### src/hdl/bsfb_pkg.sv
// Shared types, register codes and reset values for the byte-stuffed frame builder.
package bsfb_pkg;

    localparam int unsigned QUEUE_DEPTH_DEF = 4;

    localparam int unsigned CFG_IDX_W = 3;

    localparam logic [CFG_IDX_W-1:0] CFG_FLAG_BYTE    = 3'd0;
    localparam logic [CFG_IDX_W-1:0] CFG_ESCAPE_BYTE  = 3'd1;
    localparam logic [CFG_IDX_W-1:0] CFG_ESCAPE_MASK  = 3'd2;
    localparam logic [CFG_IDX_W-1:0] CFG_ADDRESS_BYTE = 3'd3;
    localparam logic [CFG_IDX_W-1:0] CFG_CONTROL_BYTE = 3'd4;

    localparam logic [7:0] FLAG_BYTE_RST    = 8'h7E;
    localparam logic [7:0] ESCAPE_BYTE_RST  = 8'h7D;
    localparam logic [7:0] ESCAPE_MASK_RST  = 8'h20;
    localparam logic [7:0] ADDRESS_BYTE_RST = 8'h03;
    localparam logic [7:0] CONTROL_BYTE_RST = 8'h00;

    // One payload word as it waits in the queue, already classified.
    typedef struct packed {
        logic [7:0] data;
        logic       last;
        logic       first;
    } t_item;

    // Current register settings seen by the back end.
    typedef struct packed {
        logic [7:0] flag_byte;
        logic [7:0] escape_byte;
        logic [7:0] escape_mask;
        logic [7:0] address_byte;
        logic [7:0] control_byte;
    } t_cfg;

    // Queue status seen by front and back.
    typedef struct packed {
        logic empty;
        logic full;
    } t_q_status;

    typedef enum logic [2:0] {
        ST_START,
        ST_ADDR,
        ST_CTRL,
        ST_CHECK,
        ST_DATA,
        ST_CLOSE
    } t_step;

endpackage

### src/hdl/bsfb_front.sv
// Front end: accepts payload words and marks the first word of each frame.
module bsfb_front (
    input  logic               i_clk,
    input  logic               i_rst_n,
    input  logic               i_valid,
    output logic               o_ready,
    input  logic [7:0]         i_data_byte,
    input  logic               i_last_byte,
    input  bsfb_pkg::t_q_status i_q_status,
    output logic               o_push,
    output bsfb_pkg::t_item    o_item
);
    import bsfb_pkg::*;

    logic r_in_frame;
    logic n_in_frame;

    assign o_ready = !i_q_status.full;
    assign o_push  = i_valid && o_ready;

    assign o_item.data  = i_data_byte;
    assign o_item.last  = i_last_byte;
    assign o_item.first = !r_in_frame;

    // A frame stays open from its first word until its last word.
    always_comb begin
        n_in_frame = r_in_frame;
        if (o_push) begin
            n_in_frame = !i_last_byte;
        end
    end

    always_ff @(posedge i_clk) begin
        if (!i_rst_n) begin
            r_in_frame <= 1'b0;
        end else begin
            r_in_frame <= n_in_frame;
        end
    end

endmodule

### src/hdl/bsfb_queue.sv
// Short queue that decouples the front end from the back end.
module bsfb_queue #(
    parameter int unsigned DEPTH = bsfb_pkg::QUEUE_DEPTH_DEF
) (
    input  logic                i_clk,
    input  logic                i_rst_n,
    input  logic                i_push,
    input  bsfb_pkg::t_item     i_item,
    input  logic                i_pop,
    output bsfb_pkg::t_item     o_head,
    output bsfb_pkg::t_q_status o_status
);
    import bsfb_pkg::*;

    localparam int unsigned PTR_W = (DEPTH > 1) ? $clog2(DEPTH) : 1;
    localparam int unsigned CNT_W = $clog2(DEPTH + 1);

    t_item              r_mem [DEPTH];
    logic [PTR_W-1:0]   r_wr_ptr;
    logic [PTR_W-1:0]   r_rd_ptr;
    logic [CNT_W-1:0]   r_count;
    logic [PTR_W-1:0]   n_wr_ptr;
    logic [PTR_W-1:0]   n_rd_ptr;
    logic [CNT_W-1:0]   n_count;

    assign o_head         = r_mem[r_rd_ptr];
    assign o_status.empty = (r_count == '0);
    assign o_status.full  = (r_count == CNT_W'(DEPTH));

    always_comb begin
        n_wr_ptr = r_wr_ptr;
        n_rd_ptr = r_rd_ptr;
        n_count  = r_count;
        if (i_push) begin
            n_wr_ptr = (r_wr_ptr == PTR_W'(DEPTH - 1)) ? '0 : r_wr_ptr + 1'b1;
        end
        if (i_pop) begin
            n_rd_ptr = (r_rd_ptr == PTR_W'(DEPTH - 1)) ? '0 : r_rd_ptr + 1'b1;
        end
        if (i_push && !i_pop) begin
            n_count = r_count + 1'b1;
        end else if (i_pop && !i_push) begin
            n_count = r_count - 1'b1;
        end
    end

    always_ff @(posedge i_clk) begin
        if (i_push) begin
            r_mem[r_wr_ptr] <= i_item;
        end
    end

    always_ff @(posedge i_clk) begin
        if (!i_rst_n) begin
            r_wr_ptr <= '0;
            r_rd_ptr <= '0;
            r_count  <= '0;
        end else begin
            r_wr_ptr <= n_wr_ptr;
            r_rd_ptr <= n_rd_ptr;
            r_count  <= n_count;
        end
    end

endmodule

### src/hdl/bsfb_back.sv
// Back end: sequences header, stuffed bytes and closing flag into the output register.
module bsfb_back (
    input  logic                i_clk,
    input  logic                i_rst_n,
    input  bsfb_pkg::t_cfg      i_cfg,
    input  bsfb_pkg::t_item     i_head,
    input  bsfb_pkg::t_q_status i_q_status,
    output logic                o_pop,
    output logic                o_valid,
    input  logic                i_ready,
    output logic [7:0]          o_out_byte,
    output logic                o_out_last
);
    import bsfb_pkg::*;

    t_step      r_step;
    t_step      n_step;
    logic       r_esc;
    logic       n_esc;
    logic       r_valid;
    logic       n_valid;
    logic [7:0] r_byte;
    logic [7:0] n_byte;
    logic       r_last;
    logic       n_last;

    t_step      cur_step;
    logic       emit;
    logic [7:0] src_byte;
    logic       stuff_hit;
    t_step      adv_step;
    logic       adv_pop;

    assign o_valid    = r_valid;
    assign o_out_byte = r_byte;
    assign o_out_last = r_last;

    always_ff @(posedge i_clk) begin
        if (!i_rst_n) begin
            r_step  <= ST_START;
            r_esc   <= 1'b0;
            r_valid <= 1'b0;
        end else begin
            r_step  <= n_step;
            r_esc   <= n_esc;
            r_valid <= n_valid;
        end
    end

    always_ff @(posedge i_clk) begin
        r_byte <= n_byte;
        r_last <= n_last;
    end

    always_comb begin
        emit     = !i_q_status.empty && (!r_valid || i_ready);
        cur_step = r_step;
        src_byte = i_head.data;
        adv_step = r_step;
        adv_pop  = 1'b0;
        n_step   = r_step;
        n_esc    = r_esc;
        n_valid  = r_valid && !i_ready;
        n_byte   = r_byte;
        n_last   = r_last;
        o_pop    = 1'b0;

        if (r_step == ST_START && !i_head.first) begin
            cur_step = ST_DATA;
        end

        case (cur_step)
            ST_ADDR:  src_byte = i_cfg.address_byte;
            ST_CTRL:  src_byte = i_cfg.control_byte;
            ST_CHECK: src_byte = i_cfg.address_byte ^ i_cfg.control_byte;
            default:  src_byte = i_head.data;
        endcase
        stuff_hit = (src_byte == i_cfg.flag_byte) || (src_byte == i_cfg.escape_byte);

        // Where the sequence goes once the current field is fully sent.
        case (cur_step)
            ST_START: adv_step = ST_ADDR;
            ST_ADDR:  adv_step = ST_CTRL;
            ST_CTRL:  adv_step = ST_CHECK;
            ST_CHECK: adv_step = ST_DATA;
            ST_DATA: begin
                adv_step = i_head.last ? ST_CLOSE : ST_START;
                adv_pop  = !i_head.last;
            end
            ST_CLOSE: begin
                adv_step = ST_START;
                adv_pop  = 1'b1;
            end
            default:  adv_step = ST_START;
        endcase

        if (emit) begin
            n_valid = 1'b1;
            n_last  = 1'b0;
            if (cur_step == ST_START || cur_step == ST_CLOSE) begin
                n_byte = i_cfg.flag_byte;
                n_last = (cur_step == ST_CLOSE);
                n_step = adv_step;
                o_pop  = adv_pop;
            end else if (r_esc) begin
                n_byte = src_byte ^ i_cfg.escape_mask;
                n_esc  = 1'b0;
                n_step = adv_step;
                o_pop  = adv_pop;
            end else if (stuff_hit) begin
                n_byte = i_cfg.escape_byte;
                n_esc  = 1'b1;
                n_step = cur_step;
            end else begin
                n_byte = src_byte;
                n_step = adv_step;
                o_pop  = adv_pop;
            end
        end
    end

endmodule

### src/hdl/byte_stuffed_frame_builder_core.sv
// Top level of the byte-stuffed frame builder: config registers, front end, queue and back end.
// Accepted payload words are queued; their line words leave through the output register.
// Throughput: one line word per cycle unless the line stalls or the queue is empty; a payload
// word is one line word, two if escaped, the header four to seven and the closing flag one.
// Input acceptance runs ahead of the line as long as the queue has room.
// Reset (synchronous, active low) restores the register defaults and empties the queue.
module byte_stuffed_frame_builder_core #(
    parameter int unsigned QUEUE_DEPTH = bsfb_pkg::QUEUE_DEPTH_DEF
) (
    input  logic                           i_clk,
    input  logic                           i_rst_n,
    input  logic                           i_valid,
    output logic                           o_ready,
    input  logic [7:0]                     i_data_byte,
    input  logic                           i_last_byte,
    output logic                           o_valid,
    input  logic                           i_ready,
    output logic [7:0]                     o_out_byte,
    output logic                           o_out_last,
    input  logic                           i_cfg_valid,
    output logic                           o_cfg_ready,
    input  logic [bsfb_pkg::CFG_IDX_W-1:0] i_cfg_index,
    input  logic [7:0]                     i_cfg_data
);
    import bsfb_pkg::*;

    t_cfg      r_cfg;
    t_cfg      n_cfg;
    t_item     push_item;
    t_item     head_item;
    t_q_status q_status;
    logic      push;
    logic      pop;

    // Configuration writes are always taken; indexes beyond the list are ignored.
    assign o_cfg_ready = 1'b1;

    always_comb begin
        n_cfg = r_cfg;
        if (i_cfg_valid) begin
            case (i_cfg_index)
                CFG_FLAG_BYTE:    n_cfg.flag_byte    = i_cfg_data;
                CFG_ESCAPE_BYTE:  n_cfg.escape_byte  = i_cfg_data;
                CFG_ESCAPE_MASK:  n_cfg.escape_mask  = i_cfg_data;
                CFG_ADDRESS_BYTE: n_cfg.address_byte = i_cfg_data;
                CFG_CONTROL_BYTE: n_cfg.control_byte = i_cfg_data;
                default:          n_cfg = r_cfg;
            endcase
        end
    end

    always_ff @(posedge i_clk) begin
        if (!i_rst_n) begin
            r_cfg.flag_byte    <= FLAG_BYTE_RST;
            r_cfg.escape_byte  <= ESCAPE_BYTE_RST;
            r_cfg.escape_mask  <= ESCAPE_MASK_RST;
            r_cfg.address_byte <= ADDRESS_BYTE_RST;
            r_cfg.control_byte <= CONTROL_BYTE_RST;
        end else begin
            r_cfg <= n_cfg;
        end
    end

    // The front tags each word with whether it opens a frame.
    bsfb_front u_front (
        .i_clk       (i_clk),
        .i_rst_n     (i_rst_n),
        .i_valid     (i_valid),
        .o_ready     (o_ready),
        .i_data_byte (i_data_byte),
        .i_last_byte (i_last_byte),
        .i_q_status  (q_status),
        .o_push      (push),
        .o_item      (push_item)
    );

    bsfb_queue #(
        .DEPTH (QUEUE_DEPTH)
    ) u_queue (
        .i_clk    (i_clk),
        .i_rst_n  (i_rst_n),
        .i_push   (push),
        .i_item   (push_item),
        .i_pop    (pop),
        .o_head   (head_item),
        .o_status (q_status)
    );

    // The back walks each queued word through header, stuffing and closing flag.
    bsfb_back u_back (
        .i_clk      (i_clk),
        .i_rst_n    (i_rst_n),
        .i_cfg      (r_cfg),
        .i_head     (head_item),
        .i_q_status (q_status),
        .o_pop      (pop),
        .o_valid    (o_valid),
        .i_ready    (i_ready),
        .o_out_byte (o_out_byte),
        .o_out_last (o_out_last)
    );

endmodule

### config.mk
export PLATFORM = sky130hd
export DESIGN_NAME = byte_stuffed_frame_builder_core
export DESIGN_NICKNAME = d
export VERILOG_FILES = /design/src/hdl/bsfb_pkg.sv /design/src/hdl/bsfb_front.sv /design/src/hdl/bsfb_queue.sv /design/src/hdl/bsfb_back.sv /design/src/hdl/byte_stuffed_frame_builder_core.sv
export SDC_FILE = /design/constraint.sdc
export NUM_CORES = 1
export LEC_CHECK = 0
export BUFFER_PORTS_ARGS = -buffer_cell sky130_fd_sc_hd__buf_2
export CAP_MARGIN = 20
export CORE_ASPECT_RATIO = 1.4
export CORE_MARGIN = 4
export CORE_UTILIZATION = 25
export DETAILED_ROUTE_END_ITERATION = 10
export MAX_ROUTING_LAYER = met4
export PLACE_DENSITY = 0.38
export SYNTH_ARGS = -nofsm -noshare
export SYNTH_HDL_FRONTEND = slang
export SYNTH_SLANG_ARGS = --single-unit
### constraint.sdc
create_clock -name i_clk -period 4.1 [get_ports i_clk]
set_input_delay 0.615 -clock i_clk [delete_from_list [all_inputs] [get_ports i_clk]]
set_output_delay 0.615 -clock i_clk [all_outputs]
set_load 0.05 [all_outputs]
==> qor.txt, run 1 <==
status -> completed
PortBufs -> 35
Setup crit end kind -> flop
top-count cell post-synth -> nand2_1
vias in the first global route -> 3746
Initial Util -> 25.5%
Fill cells -> 2088
Area contributors post-synth -> edfxtp_1 29%, dfxtp_1 22%, nand2_1 7.8%
HPWL after detailed placement -> 11.4 mm
clock latency on the worst-skew pair -> 0.36 ns
Die Y -> 177 um
synth cell count leaders -> 105 x nand2_1, 55 x dfxtp_1, 49 x edfxtp_1, 28 x a21boi_0, 21 x nor2_1
placed cells -> 763
CTS clk-pin slew, worst paths -> 0.08 ns
fin crit period -> 3.82 ns
first-pass GRT wire length -> 23.1 mm
CP max FO -> 18
Worst setup SP type -> flop
Placement Cell Area -> 5510 um2
Post-synth ARST share -> 0%
Clock Tree Buf Depth -> 2
Critical Path RT -> 4.39 ns
leakage -> 2.12 nW
Seq cells post-synth -> 104
post-CTS setup buffers -> 0
HP Class -> in -> reg
Worst-Margin Slew -> 0.965 ns
initial antenna violation count -> 0
Max Clk Rate -> 0.262 GHz
# setup viols final -> 0
largest net degree at the start of global routing -> 58
total of max-cap violations -> 0
sequential area share after synthesis -> 50.7%
Setup Skew -> 0.0129 ns
DRT Pass-1 Iters -> 5
final total power -> 3.69 mW
Hold-fix buffers, CTS -> 0
number of remaining DRC errors -> 0
GP Congestion -> 0.862
Final ANT Viol Nets -> 0
Power Dens Cells -> 636 nW/um2
CORE AREA -> 19900 um2
nets -> 554
YS warnings -> 0
routed len/inst -> 19.5 um
setup tns final -> 0 ns
global route hottest layer -> met2
Top FF cell, synth -> dfxtp_1
synthesized area -> 5070 um2
Avg Inst Size Synth -> 10.3 um2
Layout area overhead -> 14.4%
GR Layer Usage met1 -> 16.1%
post-CTS sizing -> 0
met3 usage -> 1.85%
Die Wd -> 128 um
die area -> 22700 um2
post-route non-filler standard cell count -> 779
Rel. slew slack -> 35.7%
Tot GR Track Use -> 14.1%
H-Tree Depth -> 3
Vias -> 3775
synthesized net count -> 523
Initial DRC Count -> 214
fin area -> 5800 um2
Final Cycle Share -> 93.2%
maximum vdd ir drop -> 0.188 mV
TritonCTS Buffers -> 9
site row count -> 61
Unique masters post-synth -> 66
post-synth top area share -> 29.0%
clock root cell -> clkbuf_16
CTS tree -> yes
Synth area leader -> edfxtp_1
Vias/cell -> 4.85
routed wire length -> 15.2 mm
unrepaired setup endpoints after global routing -> false
Final Hold Fails -> 0
IO Pins -> 37
max-slew violation count -> 0
Syn Inst Count -> 491
met2 GRT Util -> 24.7%
Num Clock Sinks -> 104
Post-synth EDFFs -> 49
Crit Path Category -> reg -> reg
CP arrival -> 4.11 ns
layout cell share with drive strength beyond 1 -> 15.4%
grt ovf -> 0
antenna cells -> 0
[kinds of logic (layout without fill, tap and decap cells)]
logic type	count (synthesis)	count (layout)	share of synthesized area (%)
buffers and inverters	45	81	4.24
AOI/OAI and AO/OA	111	111	16.4
other	1	1	0.0739
and+or+nand+nor	186	186	16.8
xor gates and xnor gates	15	15	2.59
DFF	104	104	50.7
adders and majority gates	7	7	1.87
muxes	22	22	7.32
[path summary, 6_finish.rpt]
check / start / endpoint / slack, ns / cells after the start
worst max register to register: u_back.r_step[0] / u_queue.r_count[2] / 0.28 / 14
worst max-delay path: u_back.r_step[0] / u_queue.r_count[2] / 0.28 / 14
worst min register to register: r_cfg[10] / r_cfg[10] / 0.49 / 2
worst min-delay path: i_data_byte[7] / u_queue.r_mem[0][9] / 0.47 / 1
[per-stage QoR]
stage / utilization [%] / setup WS [ns] / hold slack, ns
2_1_floorplan: - / 0.548 / 0.441
3_3_place_gp: 27.6 / 0.231 / 0.474
3_5_place_dp: 27.6 / 0.177 / 0.478
4_1_cts: 29.1 / 0.164 / 0.460
5_1_grt: 29.1 / 0.0297 / 0.468
6_report: 29.1 / 0.279 / 0.470
[layout make-up]
type / instances / area (um2) / share of cell area, %
Sequential cell: 104 / 2570 / 44.4
Clock inverter: 7 / 61.3 / 1.06
Tap cell: 252 / 315 / 5.43
Timing Repair Buffer: 47 / 265 / 4.57
Clock buffer: 9 / 225 / 3.88
Inverter: 18 / 67.6 / 1.16
Multi-Input combinational cell: 342 / 2290 / 39.5
[critical path, cell delays in order, from the launching register on]
cell	delay, ns
dfxtp_1	0.49
buf_4	0.29
nand2_1	0.10
xor2_1	0.29
a21boi_2	0.14
a221o_1	0.31
or4_4	0.56
o22ai_4	0.12
a211o_2	0.20
ha_1	0.19
inv_1	0.06
fa_1	0.37
xor2_1	0.18
or3_1	0.30
a21boi_0	0.15
[layout by cell type, fill, tap and decap left out, drive strengths merged, types with 10 or more instances in the layout]
cell    netlist  layout
a21boi       29      29
nand3        13      13
dfxtp        55      55
nor2         21      21
mux4         10      10
buf           9      47
a21oi        18      18
inv          18      24
nand2       106     106
edfxtp       49      49
[power breakdown]
part | internal [mW] | switching [mW] | total, mW | leakage (nW)
clock | 0.428 | 0.431 | 0.859 | 0.145
combinational | 0.547 | 0.944 | 1.49 | 1.08
sequential | 1.26 | 0.0801 | 1.34 | 0.898
total | 2.23 | 1.45 | 3.69 | 2.12
[flip-flops by register name, indices dropped and copies added (netlist names), named ones only]
signal and cells:
u_queue.r_wr_ptr 2, u_back.r_esc 1, u_front.r_in_frame 1, u_queue.r_rd_ptr 2, u_queue.r_count 3, u_back.o_out_byte 8
u_back.o_valid 1, r_cfg 40, u_queue.r_mem 40, u_back.r_step 3, u_back.o_out_last 1
[layer usage]
layer	vias up	share of wire [%]
met5	-	0
met4	0	3.0
met3	24	3.3
met2	85	54
met1	1824	40
li1	1842	-
(Power assumes the default switching activity.)
==> run 2, diff against run 1 <==
Settings changed: ABC_AREA from default to 1, PLACE_DENSITY 0.38 to 0.39.
Clock period 4.1 ns to 3.4 ns, I/O delays scaled along.
==> run 2 against run 1 <==
Net effect:
- setup slack gained 0.013 ns
- critical path depth grew 7
- clock skew shrank 0.0058 ns
- count of clock-buffer cells in the layout is the same
- sequential cell count is the same
- sequential share of layout area shrank 2.0 points
- first-iteration DRC count grew 14%
- register-to-register slack is essentially flat
- cell area grew 5.1%
- highest routed layer unchanged
- non-clock buffer count grew 7
- sequential power grew 27%
==> qor.txt, run 2 <==
max-slew violation count -> 0 (unchanged)
Internal -> 3.10 mW (+39%)
synthesized net count -> 666 (+27%)
total of max-cap violations -> 0 (unchanged)
largest net degree at the start of global routing -> 29 (-50%)
Vias -> 4333 (+15%)
R2R Setup Slk -> 0.29 ns (about the same)
leakage -> 2.57 nW (+21%)
Setup crit end kind -> flop
setup tns final -> 0 ns (unchanged)
Logic pwr share -> 48.3% (+7.9 points)
Critical Path RT -> 3.64 ns (-0.75 ns)
Top FF cell, synth -> dfxtp_1
Reg2Reg Depth -> 21 (+7)
CTS tree -> yes
Final ANT Viol Nets -> 0 (unchanged)
Synth area leader -> edfxtp_1
top-count cell post-synth -> nand2_1
Syn Inst Count -> 634 (+29%)
sequential area share after synthesis -> 49.8% (-0.86 points)
Post-synth ARST share -> 0% (unchanged)
initial antenna violation count -> 0 (unchanged)
Fill cells -> 2092 (+0.19%)
Worst R2R Start -> u_back.r_step[0]
Initial Util -> 25.7% (+0.24 points)
synthesized area -> 5160 um2 (+1.7%)
Worst setup SP type -> flop
GP Congestion -> 0.865 (+0.37%)
Hold-fix buffers, CTS -> 0 (unchanged)
Worst-Margin Slew -> 0.732 ns (-0.233 ns)
Area contributors post-synth -> edfxtp_1 29%, dfxtp_1 21%, nand2_1 9.4%
crit-path cells -> inv_4 -> nand3_4 -> nor2_1 -> nor2_1 -> nand2_1 -> nand2_2 -> nand2_1 -> nand2_1 -> nand2_1 -> nor2_4 -> nand2_4 -> nand2_4 -> nand3_2 -> nand3_4 -> ha_1 -> inv_1 -> fa_1 -> a21oi_1 -> o21ai_0 -> o21ai_1 -> a21oi_1
Unique masters post-synth -> 35 (-47%)
IO Pins -> 37 (unchanged)
# setup viols final -> 0 (unchanged)
antenna cells -> 0 (unchanged)
YS warnings -> 0 (unchanged)
Num Clock Sinks -> 104 (unchanged)
Avg Inst Size Synth -> 8.14 um2 (-21%)
Rel. slew slack -> 51.2% (+15 points)
synth cell count leaders -> 129 x nand2_1, 91 x nor2_1, 67 x inv_1, 55 x dfxtp_1, 49 x edfxtp_1
HP Class -> in -> reg
CP max FO -> 9 (-9)
PortBufs -> 35 (unchanged)
routed len/inst -> 15.3 um (-21%)
final core occ -> 30.4% (+1.3 points)
hold depth -> 1 (unchanged)
Max Clk Rate -> 0.322 GHz (+23%)
TritonCTS Buffers -> 9 (unchanged)
Multi-input gate area -> 2240 um2 (-2.5%)
Post-synth EDFFs -> 49 (unchanged)
CTS clk-pin slew, worst paths -> 0.07 ns (about the same)
site row count -> 61 (unchanged)
Vias/cell -> 4.63 (-4.4%)
sequential cell area -> 2580 um2 (+0.34%)
Crit Reg-Reg Endpoint -> u_queue.r_count[2]
Die Y -> 178 um (+0.82%)
Final Cycle Share -> 91.4% (-1.8 points)
CORE AREA -> 20100 um2 (+0.77%)
clock latency on the worst-skew pair -> 0.35 ns (about the same)
CP arrival -> 3.35 ns (-0.76 ns)
Sequential Power Share -> 30.5% (-5.8 points)
die area -> 23000 um2 (+1.6%)
status -> completed
Crit Path Category -> reg -> reg
most common cell after layout, fill and taps aside -> nand2_1
Net Sw Frac -> 44.2% (+4.7 points)
routed wire length -> 14.3 mm (-5.5%)
Tot GR Track Use -> 13.2% (-0.91 points)
first-pass GRT wire length -> 22.5 mm (-2.8%)
Layout area overhead -> 18.2%
fin crit period -> 3.11 ns (-0.713 ns)
most frequent cells in the layout -> 125 x nand2_1, 88 x nor2_1, 67 x inv_1, 51 x dfxtp_1, 49 x edfxtp_1
nets -> 710 (+28%)
vias in the first global route -> 4277 (+14%)
CP max stage delay -> 0.41 ns (-0.15 ns)
Seq cells post-synth -> 104 (unchanged)
maximum vdd ir drop -> 0.267 mV (+42%)
post-synth top area share -> 28.5% (-0.49 points)
Hold WS -> 0.367 ns (-0.102 ns)
Initial DRC Count -> 244 (+14%)
Final Hold Fails -> 0 (unchanged)
P_sw -> 2.45 mW (+69%)
Setup Skew -> 0.00717 ns (-0.00577 ns)
H-Tree Depth -> 3 (unchanged)
Clock Power Share -> 21.2% (-2.1 points)
layout cell share with drive strength beyond 1 -> 18.0% (+2.6 points)
Power Dens Cells -> 911 nW/um2 (+43%)
DRT Pass-1 Iters -> 5 (unchanged)
CP most frequent cell -> nand2_1
number of remaining DRC errors -> 0 (unchanged)
CP max-delay cell -> dfxtp_4
HPWL after detailed placement -> 10.4 mm (-8.9%)
grt ovf -> 0 (unchanged)
final total power -> 5.55 mW (+51%)
Hold Crit Start -> i_data_byte[5]
clock root cell -> clkbuf_16
Clock Tree Buf Depth -> 2 (unchanged)
Die Wd -> 129 um (+0.81%)
worst hold endpoint -> u_queue.r_mem[0][7]
run 2: cell types whose count changed after synthesis, sizes merged, moves of 28 or more:
cell	delta
nand3	+39
nand2	+34
a21boi	-28
o21ai	+56
inv	+55
nor2	+74
run 2: kinds of logic (layout without fill, tap and decap cells):
kind of cell / Yosys count / count (layout) / synth area share [%]
other: 1 / 1 / 0.0727
and+or+nand+nor: 301 / 301 / 26.3
AOI/OAI and AO/OA: 127 / 127 / 14.0
DFF: 104 / 104 / 49.8
adders and majority gates: 7 / 7 / 1.84
buffers and inverters: 94 / 143 / 7.93
run 2: stage by stage:
stage | setup slack, ns | cell area, um2 | instances
after floorplan | 0.631 | 5160 | 634
after global placement | 0.0124 | 5650 | 915
after detailed placement | 0.0591 | 5650 | 915
after CTS | 0.0456 | 5980 | 931
after global routing | -0.0314 | 6100 | 935
final | 0.292 | 6100 | 935
run 2: worst max path at each step:
stage | start | to | slack (ns)
5_1_grt | u_back.r_step[2] | u_queue.r_count[2] | -0.03
3_5_place_dp | u_back.r_step[1] | u_queue.r_count[2] | 0.06
4_1_cts | u_back.r_step[1] | u_queue.r_count[2] | 0.05
2_1_floorplan | u_back.r_step[1] | u_queue.r_count[2] | 0.63
6_report | u_back.r_step[0] | u_queue.r_count[2] | 0.29
3_3_place_gp | u_back.r_step[0] | u_queue.r_count[2] | 0.01
run 2: metal layers:
metal	track usage (%)	share of wire [%]
met1	14.4	40
met2	22.1	50
met3	1.86	3.9
met4	9.19	6.5
met5	-	0
run 2: final cells by class:
type	count	share of cell area (%)
inverter	73	4.74
sequential	104	42.3
multi-input combinational	436	36.7
timing repair buffer	54	5.62
clock inverter	7	1.78
clock buffer	9	3.69
tap	252	5.17
run 2: repair_timing:
action	in CTS	in global routing
resized for setup	0	25
endpoints found under the setup margin	0	2
buffers inserted	0	4
hold endpoints to repair	0	0
run 2: critical path: cells and delay by family (launching register included):
kind                       cells  cell delay (ns)
AOI/OAI and AO/OA              4             0.42
adders and majority gates      2             0.52
buffers and inverters          2             0.13
DFF                            1             0.41
and+or+nand+nor               13             1.50
run 2: power groups by stage:
| stage | sequential, mW | clock (mW) | combinational (mW) |
|---|---|---|---|
| 3_5_place_dp | 1.70 | 0 | 2.61 |
| 4_1_cts | 1.68 | 1.21 | 2.62 |
| 6_report | 1.70 | 1.18 | 2.68 |
| 3_3_place_gp | 1.70 | 0 | 2.60 |
| 2_1_floorplan | 1.89 | 0 | 1.78 |
| 5_1_grt | 1.72 | 1.25 | 3.01 |
==> run 3, diff against run 2 <==
Settings changed: PLACE_DENSITY 0.39 to 0.38.
Clock period 3.4 ns to 3 ns, I/O delays scaled along.
==> run 3 against run 2 <==
Net effect:
- combinational power rose by 39%
- via count grew 2.2%
- largest cell class unchanged
- hold slack lost 0.057 ns
- largest power group unchanged
- maximum frequency rose by 10%
- highest routed layer unchanged
- die area unchanged
- routed wire length grew 5.1%
==> qor.txt, run 3 (synthesis results as in run 2) <==
status -> completed
site row count -> 61 (unchanged)
post-route non-filler standard cell count -> 968 (+3.5%)
Worst-Margin Slew -> 0.597 ns (-0.134 ns)
H-Tree Depth -> 3 (unchanged)
Critical Path RT -> 3.25 ns (-0.39 ns)
Initial DRC Count -> 306 (+25%)
# setup viols final -> 0 (unchanged)
die area -> 23000 um2 (unchanged)
initial antenna violation count -> 0 (unchanged)
clock latency on the worst-skew pair -> 0.36 ns (about the same)
max-slew violation count -> 0 (unchanged)
Final Cycle Share -> 93.9% (+2.4 points)
CP arrival -> 3.07 ns (-0.28 ns)
vias in the first global route -> 4366 (+2.1%)
TritonCTS Buffers -> 9 (unchanged)
nets -> 743 (+4.6%)
Hold Crit Start -> i_data_byte[3]
Crit Reg-Reg Endpoint -> u_queue.r_count[2]
first-pass GRT wire length -> 23.6 mm (+4.9%)
Clock Tree Buf Depth -> 2 (unchanged)
R2R Setup Slk -> 0.18 ns (-0.11 ns)
HPWL after detailed placement -> 10.7 mm (+3.0%)
leakage -> 2.74 nW (+6.7%)
Tot GR Track Use -> 13.9% (+0.65 points)
Initial Util -> 25.7% (unchanged)
number of remaining DRC errors -> 0 (unchanged)
IO Pins -> 37 (unchanged)
CORE AREA -> 20100 um2 (unchanged)
antenna cells -> 0 (unchanged)
placed cells -> 940 (+2.7%)
Hold-fix buffers, CTS -> 0 (unchanged)
Die Wd -> 129 um (unchanged)
PortBufs -> 35 (unchanged)
metal2 WL -> 7.89 mm (+11%)
Layout area overhead -> 25.0%
dpl ws -> -0.104 ns (-0.163 ns)
Worst R2R Start -> u_back.r_step[1]
Final ANT Viol Nets -> 0 (unchanged)
final worst slack -> 0.184 ns (-0.108 ns)
DRT Pass-1 Iters -> 5 (unchanged)
Worst setup SP type -> flop
Setup Skew -> 0.0132 ns (+0.00605 ns)
CTS clk-pin slew, worst paths -> 0.07 ns (about the same)
maximum vdd ir drop -> 0.296 mV (+11%)
Top Layer Used -> met4
Setup crit end kind -> flop
Num Clock Sinks -> 104 (unchanged)
layout cell share with drive strength beyond 1 -> 22.9% (+4.9 points)
Max Clk Rate -> 0.355 GHz (+10%)
most frequent cells in the layout -> 119 x nand2_1, 89 x nor2_1, 66 x inv_1, 51 x dfxtp_1, 49 x edfxtp_1
CP max FO -> 9 (unchanged)
HP Class -> in -> reg
final core occ -> 32.2% (+1.8 points)
clock root cell -> clkbuf_16
Power Dens Cells -> 1080 nW/um2 (+18%)
Die Y -> 178 um (unchanged)
CTS tree -> yes
fin crit period -> 2.82 ns (-0.292 ns)
total of max-cap violations -> 0 (unchanged)
Vias/cell -> 4.58 (-1.3%)
Final Hold Fails -> 0 (unchanged)
routed len/inst -> 15.6 um (+1.5%)
Placement Cell Area -> 5850 um2 (+3.5%)
routed wire length -> 15.1 mm (+5.1%)
Reg2Reg Depth -> 22 (+4.8%)
fin area -> 6450 um2 (+5.8%)
wl on met1 -> 6.31 mm (+9.9%)
met3 wire len -> 426 um (-25%)
largest net degree at the start of global routing -> 30 (+3.4%)
worst hold endpoint -> u_queue.r_mem[3][5]
Crit Path Category -> reg -> reg
Rel. slew slack -> 60.1% (+8.9 points)
most common cell after layout, fill and taps aside -> nand2_1
GP Congestion -> 0.851 (-1.6%)
grt ovf -> 0 (unchanged)
hold depth -> 1 (unchanged)
Vias -> 4429 (+2.2%)
[run 3: changes by cell type in the layout (fill, tap and decap cells not counted), moves of 3 or more]
cell | before | now
buf_4 | 17 | 47
nand2_1 | 125 | 119
nand2_2 | 10 | 14
nand3_2 | 8 | 5
nand3_4 | 4 | 7
[run 3: area by class of cell]
class	instances	area (um2)
Inverter	73	289
Tap cell	252	315
Multi-Input combinational cell	436	2310
Timing Repair Buffer	87	638
Clock inverter	6	91.3
Fill cell	2081	13600
Sequential cell	104	2580
Clock buffer	10	229
[run 3: metal layers]
metal	vias to the layer above	track usage (%)
li1	2251	-
met1	2089	15.4
met2	63	24.8
met3	26	1.47
met4	0	6.28
met5	-	-
[run 3: report_power, final]
part | leakage [nW] | switching [mW] | total (mW) | internal [mW]
clock network | 0.153 | 0.568 | 1.31 | 0.739
registers | 0.904 | 0.127 | 1.92 | 1.79
logic | 1.68 | 2.30 | 3.72 | 1.42
[run 3: worst max path at each step]
stage | startpoint | to | slack [ns] | depth (start not counted)
after floorplan | u_back.r_step[1] | u_queue.r_count[2] | 0.23 | 23
after detailed placement | u_back.r_step[1] | u_queue.r_count[2] | -0.10 | 22
after global placement | u_back.r_step[1] | u_queue.r_count[2] | 0.006 | 22
after CTS | u_back.r_step[1] | u_queue.r_count[2] | 0.001 | 22
after global routing | u_back.r_step[2] | u_queue.r_count[2] | -0.01 | 21
final | u_back.r_step[1] | u_queue.r_count[2] | 0.18 | 22
[run 3: timing repair]
action	4_1_cts	5_1_grt
cloned	0	2
pin swaps	0	16
setup buffers	0	10
endpoints found under the setup margin	1	2
resized for setup	7	39
[run 3: worst max-delay path, cell delays in order (launching register included)]
cell and delay [ns]:
dfxtp_4 0.38, inv_4 0.09, nand2_4 0.07, nand2_8 0.10, buf_12 0.15, buf_4 0.12, nand3_4 0.11, nand2_4 0.11
nand2_1 0.05, nand2_1 0.06, nand2_1 0.06, nor2_2 0.13, nand2_4 0.07, nand2_4 0.08, nand3_4 0.09, nand3_4 0.09
ha_4 0.13, inv_2 0.04, fa_2 0.37, a21oi_2 0.15, o21ai_2 0.07, o21ai_1 0.12, a21oi_1 0.05
[run 3: metrics by stage]
stage          hold WS (ns)  TNS, ns  power (mW)
2_1_floorplan         0.446        0        4.16
3_3_place_gp          0.475        0        5.26
3_5_place_dp          0.486   -0.104        5.29
4_1_cts               0.299        0        6.65
5_1_grt               0.303  -0.0110        7.50
6_report              0.311        0        6.95
